$ cat config.mk
export PLATFORM = sky130hd
export DESIGN_NAME = slot_table_allocate_find_free
export DESIGN_NICKNAME = d
export VERILOG_FILES = /design/src/stab_pkg.sv /design/src/stab_ctrl.sv /design/src/stab_dp.sv /design/src/slot_table_allocate_find_free.sv
export SDC_FILE = /design/constraint.sdc
export NUM_CORES = 2
export LEC_CHECK = 0
export ABC_CLOCK_PERIOD_IN_PS = 10500
export BUFFER_PORTS_ARGS = -buffer_cell sky130_fd_sc_hd__buf_2
export CORE_ASPECT_RATIO = 1.25
export CORE_UTILIZATION = 55
export CTS_CLUSTER_SIZE = 30
export DETAILED_ROUTE_END_ITERATION = 10
export PLACE_DENSITY = 0.69
export SYNTH_ARGS = -nofsm -noshare
export SYNTH_HDL_FRONTEND = slang
export SYNTH_SLANG_ARGS = --single-unit
$ cat constraint.sdc
create_clock -name clk -period 10.5 [get_ports clk]
set_clock_uncertainty 0.05 [all_clocks]
set_input_delay 0 -clock clk [delete_from_list [all_inputs] [get_ports clk]]
set_output_delay 0 -clock clk [all_outputs]
set_load 0.01 [all_outputs]
$ cat src/stab_pkg.sv
package stab_pkg;

  // table geometry
  localparam int SLOTS   = 64;
  localparam int IDX_W   = (SLOTS > 1) ? $clog2(SLOTS) : 1;
  localparam int CNT_W   = $clog2(SLOTS + 1);

  // word field widths
  localparam int ACT_W   = 3;
  localparam int KEY_W   = 16;
  localparam int SAL_W   = 20;
  localparam int GRP_W   = 8;
  localparam int STAT_W  = 2;
  localparam int SIDX_W  = 6;
  localparam int TOT_W   = 26;
  localparam int VCNT_W  = 7;

  // exact running total: a value times the slot count always fits
  localparam int ACC_W   = SAL_W + CNT_W;

  // command codes
  localparam logic [ACT_W-1:0] ACT_CLEAR  = 3'd0;
  localparam logic [ACT_W-1:0] ACT_ADD    = 3'd1;
  localparam logic [ACT_W-1:0] ACT_FIND   = 3'd2;
  localparam logic [ACT_W-1:0] ACT_REMOVE = 3'd3;
  localparam logic [ACT_W-1:0] ACT_STATS  = 3'd4;

  // result codes
  localparam logic [STAT_W-1:0] ST_OK        = 2'd0;
  localparam logic [STAT_W-1:0] ST_FULL      = 2'd1;
  localparam logic [STAT_W-1:0] ST_NOT_FOUND = 2'd2;
  localparam logic [STAT_W-1:0] ST_EMPTY     = 2'd3;

  // controller to datapath
  typedef struct packed {
    logic load;
    logic clear_tbl;
    logic start;
    logic step;
    logic accum;
    logic compare;
    logic commit_hit;
    logic commit_miss;
    logic finish_stats;
    logic emit;
  } dp_cmd_t;

  // datapath to controller
  typedef struct packed {
    logic [ACT_W-1:0] op;
    logic             hit;
    logic             last;
  } dp_stat_t;

endpackage

$ cat src/stab_ctrl.sv
module stab_ctrl
  import stab_pkg::*;
(
  input  logic     clk,
  input  logic     rst,
  input  logic     in_valid,
  output logic     in_ready,
  output logic     out_valid,
  input  logic     out_ready,
  input  dp_stat_t stat,
  output dp_cmd_t  cmd
);

  typedef enum logic [2:0] {
    S_IDLE,
    S_DECODE,
    S_SCAN,
    S_SUM,
    S_CMP,
    S_RESP
  } state_t;

  state_t state;
  state_t state_next;
  logic   out_free;

  assign in_ready = (state == S_IDLE);
  assign out_free = !out_valid || out_ready;

  always_comb begin
    cmd        = '0;
    state_next = state;
    unique case (state)
      S_IDLE: begin
        if (in_valid) begin
          cmd.load   = 1'b1;
          state_next = S_DECODE;
        end
      end
      S_DECODE: begin
        unique case (stat.op) inside
          ACT_CLEAR: begin
            cmd.clear_tbl = 1'b1;
            state_next    = S_RESP;
          end
          ACT_ADD, ACT_FIND, ACT_REMOVE: begin
            cmd.start  = 1'b1;
            state_next = S_SCAN;
          end
          ACT_STATS: begin
            cmd.start  = 1'b1;
            state_next = S_SUM;
          end
          default: state_next = S_RESP;
        endcase
      end
      S_SCAN: begin
        cmd.step = 1'b1;
        if (stat.hit) begin
          cmd.commit_hit = 1'b1;
          state_next     = S_RESP;
        end else if (stat.last) begin
          cmd.commit_miss = 1'b1;
          state_next      = S_RESP;
        end
      end
      S_SUM: begin
        cmd.step  = 1'b1;
        cmd.accum = 1'b1;
        if (stat.last) begin
          cmd.start  = 1'b1;
          state_next = S_CMP;
        end
      end
      S_CMP: begin
        cmd.step    = 1'b1;
        cmd.compare = 1'b1;
        if (stat.last) begin
          cmd.finish_stats = 1'b1;
          state_next       = S_RESP;
        end
      end
      S_RESP: begin
        if (out_free) begin
          cmd.emit   = 1'b1;
          state_next = S_IDLE;
        end
      end
      default: state_next = S_IDLE;
    endcase
  end

  always_ff @(posedge clk) begin
    if (rst) begin
      state     <= S_IDLE;
      out_valid <= 1'b0;
    end else begin
      state <= state_next;
      if (cmd.emit) begin
        out_valid <= 1'b1;
      end else if (out_ready) begin
        out_valid <= 1'b0;
      end
    end
  end

endmodule

$ cat src/stab_dp.sv
module stab_dp
  import stab_pkg::*;
(
  input  logic              clk,
  input  logic              rst,
  input  dp_cmd_t           cmd,
  output dp_stat_t          stat,
  input  logic [ACT_W-1:0]  action,
  input  logic [KEY_W-1:0]  key_id,
  input  logic [SAL_W-1:0]  salary,
  input  logic [GRP_W-1:0]  group_no,
  output logic [STAT_W-1:0] status,
  output logic [SIDX_W-1:0] slot_index,
  output logic [SAL_W-1:0]  found_salary,
  output logic [GRP_W-1:0]  found_group,
  output logic [TOT_W-1:0]  salary_total,
  output logic [VCNT_W-1:0] valid_count,
  output logic [VCNT_W-1:0] above_mean_count
);

  // held command word
  logic [ACT_W-1:0] op;
  logic [KEY_W-1:0] in_key;
  logic [SAL_W-1:0] in_sal;
  logic [GRP_W-1:0] in_grp;

  // table storage
  logic [SLOTS-1:0] vbits;
  logic [KEY_W-1:0] mem_key [SLOTS];
  logic [SAL_W-1:0] mem_sal [SLOTS];
  logic [GRP_W-1:0] mem_grp [SLOTS];

  // scan counter and read stage
  logic [IDX_W:0]   cnt;
  logic [IDX_W-1:0] rd_addr;
  logic             cnt_live;
  logic             pipe_live;
  logic [IDX_W-1:0] pipe_idx;
  logic             pipe_vbit;
  logic [KEY_W-1:0] rd_key;
  logic [SAL_W-1:0] rd_sal;
  logic [GRP_W-1:0] rd_grp;

  // result and statistics
  logic [STAT_W-1:0] res_status;
  logic [IDX_W-1:0]  res_idx;
  logic [SAL_W-1:0]  res_sal;
  logic [GRP_W-1:0]  res_grp;
  logic              stats_ok;
  logic [ACC_W-1:0]  acc_total;
  logic [CNT_W-1:0]  acc_count;
  logic [CNT_W-1:0]  acc_above;
  logic [ACC_W-1:0]  product;
  logic              slot_hit;

  assign rd_addr  = cnt[IDX_W-1:0];
  assign cnt_live = (cnt < (IDX_W+1)'(SLOTS));
  assign product  = ACC_W'(rd_sal) * ACC_W'(acc_count);

  // add wants a free slot, find and remove a live slot with the key
  always_comb begin
    if (op == ACT_ADD) begin
      slot_hit = !pipe_vbit;
    end else begin
      slot_hit = pipe_vbit && (rd_key == in_key);
    end
  end

  assign stat.op   = op;
  assign stat.hit  = pipe_live && slot_hit;
  assign stat.last = pipe_live && (pipe_idx == IDX_W'(SLOTS - 1));

  // record memory: one write port, one registered read port
  always_ff @(posedge clk) begin
    if (cmd.commit_hit && (op == ACT_ADD)) begin
      mem_key[pipe_idx] <= in_key;
      mem_sal[pipe_idx] <= in_sal;
      mem_grp[pipe_idx] <= in_grp;
    end
    rd_key <= mem_key[rd_addr];
    rd_sal <= mem_sal[rd_addr];
    rd_grp <= mem_grp[rd_addr];
  end

  // valid bits and scan control
  always_ff @(posedge clk) begin
    if (rst) begin
      vbits     <= '0;
      pipe_live <= 1'b0;
      cnt       <= '0;
    end else begin
      if (cmd.clear_tbl) begin
        vbits <= '0;
      end else if (cmd.commit_hit && (op == ACT_ADD)) begin
        vbits[pipe_idx] <= 1'b1;
      end else if (cmd.commit_hit && (op == ACT_REMOVE)) begin
        vbits[pipe_idx] <= 1'b0;
      end
      if (cmd.start) begin
        cnt       <= '0;
        pipe_live <= 1'b0;
      end else if (cmd.step && cnt_live) begin
        cnt       <= cnt + 1'b1;
        pipe_live <= 1'b1;
      end else begin
        pipe_live <= 1'b0;
      end
    end
  end

  always_ff @(posedge clk) begin
    pipe_idx  <= rd_addr;
    pipe_vbit <= vbits[rd_addr];
  end

  // held word, results and statistics
  always_ff @(posedge clk) begin
    if (cmd.load) begin
      op         <= action;
      in_key     <= key_id;
      in_sal     <= salary;
      in_grp     <= group_no;
      res_status <= ST_OK;
      res_idx    <= '0;
      res_sal    <= '0;
      res_grp    <= '0;
      stats_ok   <= 1'b0;
      acc_total  <= '0;
      acc_count  <= '0;
      acc_above  <= '0;
    end else begin
      if (cmd.commit_hit) begin
        res_idx <= pipe_idx;
        if (op == ACT_FIND) begin
          res_sal <= rd_sal;
          res_grp <= rd_grp;
        end
      end
      if (cmd.commit_miss) begin
        res_status <= (op == ACT_ADD) ? ST_FULL : ST_NOT_FOUND;
      end
      if (cmd.accum && pipe_live && pipe_vbit) begin
        acc_total <= acc_total + ACC_W'(rd_sal);
        acc_count <= acc_count + 1'b1;
      end
      if (cmd.compare && pipe_live && pipe_vbit && (product > acc_total)) begin
        acc_above <= acc_above + 1'b1;
      end
      if (cmd.finish_stats) begin
        if (acc_count == '0) begin
          res_status <= ST_EMPTY;
        end else begin
          stats_ok <= 1'b1;
        end
      end
    end
  end

  // output word register
  always_ff @(posedge clk) begin
    if (cmd.emit) begin
      status           <= res_status;
      slot_index       <= SIDX_W'(res_idx);
      found_salary     <= res_sal;
      found_group      <= res_grp;
      salary_total     <= stats_ok ? TOT_W'(acc_total) : '0;
      valid_count      <= stats_ok ? VCNT_W'(acc_count) : '0;
      above_mean_count <= stats_ok ? VCNT_W'(acc_above) : '0;
    end
  end

endmodule

$ cat src/slot_table_allocate_find_free.sv
// Channel | Handshake            | Word fields
// --------+----------------------+------------------------------------------------
// in      | in_valid / in_ready  | action, key_id, salary, group_no
// out     | out_valid / out_ready| status, slot_index, found_salary, found_group,
//         |                      | salary_total, valid_count, above_mean_count
//
// Order: one word at a time, from the accepting edge until the answer is loaded into
// the output register, after which the next word can be accepted: clear and unused
// codes go straight to the response step, add, find and remove scan up to a hit or the
// last slot, stats runs a summing pass, then a compare pass, one slot a cycle each.
// Reset: synchronous, active high; marks every slot free at once.
// Stalls: hold in the response step while the output register is still occupied.
module slot_table_allocate_find_free
  import stab_pkg::*;
(
  input  logic              clk,
  input  logic              rst,
  input  logic              in_valid,
  output logic              in_ready,
  input  logic [ACT_W-1:0]  action,
  input  logic [KEY_W-1:0]  key_id,
  input  logic [SAL_W-1:0]  salary,
  input  logic [GRP_W-1:0]  group_no,
  output logic              out_valid,
  input  logic              out_ready,
  output logic [STAT_W-1:0] status,
  output logic [SIDX_W-1:0] slot_index,
  output logic [SAL_W-1:0]  found_salary,
  output logic [GRP_W-1:0]  found_group,
  output logic [TOT_W-1:0]  salary_total,
  output logic [VCNT_W-1:0] valid_count,
  output logic [VCNT_W-1:0] above_mean_count
);

  // command and status between the sequencer and the table datapath
  dp_cmd_t  cmd;
  dp_stat_t stat;

  // sequencer: accept a word, drive the scan passes, hand over the result
  stab_ctrl u_ctrl (
    .clk       (clk),
    .rst       (rst),
    .in_valid  (in_valid),
    .in_ready  (in_ready),
    .out_valid (out_valid),
    .out_ready (out_ready),
    .stat      (stat),
    .cmd       (cmd)
  );

  // datapath: valid bits, record memory, scan stage, totals, output register
  stab_dp u_dp (
    .clk              (clk),
    .rst              (rst),
    .cmd              (cmd),
    .stat             (stat),
    .action           (action),
    .key_id           (key_id),
    .salary           (salary),
    .group_no         (group_no),
    .status           (status),
    .slot_index       (slot_index),
    .found_salary     (found_salary),
    .found_group      (found_group),
    .salary_total     (salary_total),
    .valid_count      (valid_count),
    .above_mean_count (above_mean_count)
  );

endmodule
==> impl_metrics.ini <==
[yosys]
ys_async_sr_fraction_pct = 0
synth_common_cells = 2939 x edfxtp_1, 945 x mux4_2, 205 x dfxtp_1
synth_top_area_cell = edfxtp_1
seq_area_frac_synth_pct = 74.1
yosysWarningCount = 0
synth_flop_cell = edfxtp_1
avgSynthCellArea_um2 = 21.5
synth_area_um2 = 125000
synth_fp_nets = 6038
synth_cell_types = 70
yosysMostFrequentCell = edfxtp_1
synth_area_leaders = edfxtp_1 71%, mux4_2 17%, dfxtp_1 3.3%
synth_seq_cells = 3144
synth_cells = 5801
synth_top_area_share_pct = 70.8
synth_edf_count = 2939

[timing]
max_freq_ghz = 0.134
setup_slack_ps = 3060
fin_crit_ps = 7440
setup_viol = 0
drv_slew = 0
hold_viol = 0
final.setup.tns_ps = 0
fin_crit_sh_pct = 70.9
max_slew_margin_pct = 11.3
worstMarginPinSlew_ps = 1330
rsz0062_at_grt = no

[floorplan]
coreArea_um2 = 224000
start_util_pct = 55.5
ioPinCount = 129
die_area_um2 = 228000
die_h_um = 534
rows = 194
die_w_um = 428

[power_and_ir_drop]
cellPowerDensity_nw_per_um2 = 210
max-vdd-ir-drop_uv = 176
power_leakage_uw = 0.0437

[routing]
drt_iter0_markers = 8919
viasPerCell = 6.71
vias = 63000
detail_route.first_pass.iterations = 6
avgRoutedWirePerCell_um = 35.3
drc = 0
wl_met1_um = 122000
met3_length_um = 31400
highest_layer = met5
ant_nets = 0
drt_wl_total_um = 331000
wl_met2_um = 166000

[clock_tree]
cts_buffers = 302
post_cts_buffers = 0
cts_tree = built
cts_buffer_depth = 4
cts.clk_slew.worst_paths_ps = 60
htreeDepth = 5
root_buffer = clkbuf_16
clk_latency_ps = 870
clock-sinks = 3144
cts-resized-gates = 0
hold_buffers = 100

[finish]
multi_input_area_um2 = 30900
fillCellCount = 15100
drive_gt1_share_pct = 27.3
instances_no_fill = 9385
finalNetCount = 6451
synthToLayoutAreaGrowth_pct = 12.6
register_area_um2 = 92400

[global_route]
grt_max_degree = 135
grt_pass1_vias = 62700
antenna_found_initial = 8
track_usage_pct = 29.2
grt_pass1_wl_um = 465000
grt-ovfl-total = 0

[critical_path]
required_ps = 11220
reg2reg_to = u_dp.acc_above[1]
rrSetupSlack_ps = 3060
end_kind = flip-flop
rr_worst_depth = 25
reg2reg_from = u_dp.acc_count[2]
cp.arrival_ps = 8160
worst_setup_path_start_kind = flip-flop
crit_type = flip-flop to flip-flop
cp_max_fo = 25

[min_path]
hold_class = primary input to flip-flop
hold_path_depth = 5
holdPathEnd = u_dp.stats_ok
hold_start = in_valid

[place]
routabilityCongestion = 0.870
place_ws_ps = 3130
dp.cells = 8750
dp_hpwl_um = 178000
portBuffers = 128

[outcome]
outcome = complete, no violations

[run]
drv_cap = 0
==> stage by stage <==
stage	instance area (µm²)	hold slack (ps)	total power, µW	util, %
after floorplan	125000	19.1	17900	-
after global placement	130000	126	18900	57.8
after detailed placement	130000	128	19000	57.8
after CTS	140000	15.4	29600	62.5
after global routing	140000	70.8	30200	62.5
final	140000	51.5	29400	62.5
==> layout by cell type, fill, tap and decap left out, drive strengths merged, types with 7 or more instances in the layout <==
master and count:
a211oi 14, a21o 24, a21oi 155, a311oi 25
and2 135, and3 10, buf 308, bufinv 24
clkbuf 391, clkinv 91, clkinvlp 7, dfxtp 205
dlygate4sd3 100, edfxtp 2939, fa 90, ha 96
inv 161, mux2i 19, mux4 945, nand2 187
nand2b 16, nand3 71, nand4 24, nor2 138
nor2b 11, nor3 23, o21a 11, o21ai 67
or3 13, xnor2 41, xor2 18
==> where the power goes <==
group          internal (µW)  switching, µW
registers              14300            210
logic                   1970           2180
clock network           6110           4610
==> cell type report <==
cell class | count | area share (%)
diodes | 4 | 0.00714
clock buffers | 391 | 5.83
repair buffers | 408 | 2.24
multi-input cells | 2215 | 22.0
clock inverters | 140 | 0.995
well taps | 2940 | 2.62
flip-flops and latches | 3144 | 65.9
inverters | 143 | 0.388
==> worst max-delay path by stage <==
stage / start / endpoint / slack [ps] / depth (start not counted)
global placement: u_dp.acc_count[2] / u_dp.acc_above[0] / 3190 / 25
floorplan: u_dp.acc_count[2] / u_dp.acc_above[0] / 4230 / 26
CTS: u_dp.acc_count[2] / u_dp.acc_above[1] / 3080 / 25
global route: u_dp.acc_count[2] / u_dp.acc_above[1] / 2650 / 25
detailed placement: u_dp.acc_count[2] / u_dp.acc_above[1] / 3130 / 25
finish: u_dp.acc_count[2] / u_dp.acc_above[1] / 3060 / 25
==> layer usage <==
layer / track usage [%] / vias up
met1: 40.1 / 33900
met2: 48.1 / 3740
met3: 5.03 / 564
met5: 0 / -
met4: 8.96 / 2
li1: - / 24800
==> logic make-up after synthesis <==
| group | count (synthesis) | synth area share [%] |
|---|---|---|
| flops | 3144 | 74.1 |
| fa+ha+maj | 186 | 2.41 |
| compound gates | 344 | 1.70 |
| buf+inv | 442 | 1.47 |
| xor+xnor | 59 | 0.415 |
| mux | 964 | 17.2 |
| simple gates | 662 | 2.63 |
==> registers in the layout, indices dropped and copies added (netlist names), 8 cells and up, named ones only <==
signal,flops
u_dp.mem_sal,1280
u_dp.mem_key,1024
u_dp.mem_grp,512
u_dp.acc_total,27
u_dp.salary_total,26
u_dp.found_salary,20
u_dp.in_sal,20
u_dp.rd_sal,20
u_dp.res_sal,20
u_dp.in_key,16
u_dp.rd_key,16
u_dp.found_group,8
u_dp.in_grp,8
u_dp.rd_grp,8
u_dp.res_grp,8
==> worst max-delay path, stage by stage, from the launching register on <==
cell and delay, ps:
dfxtp_1 950, and2_1 260, fa_1 450, fa_1 520, fa_1 500, inv_1 50, fa_1 470, inv_1 50
ha_1 340, a21o_1 210, a21oi_1 240, o21ai_0 150, a21o_1 200, o41a_1 380, nand3_1 140, and4b_1 200
nor3_1 50, ha_1 320, a21o_1 170, a21o_1 170, a21o_1 180, a21oi_1 130, o21ai_0 130, a31oi_1 600
a21bo_2 280, mux2i_1 170
(Power assumes the default switching activity.)
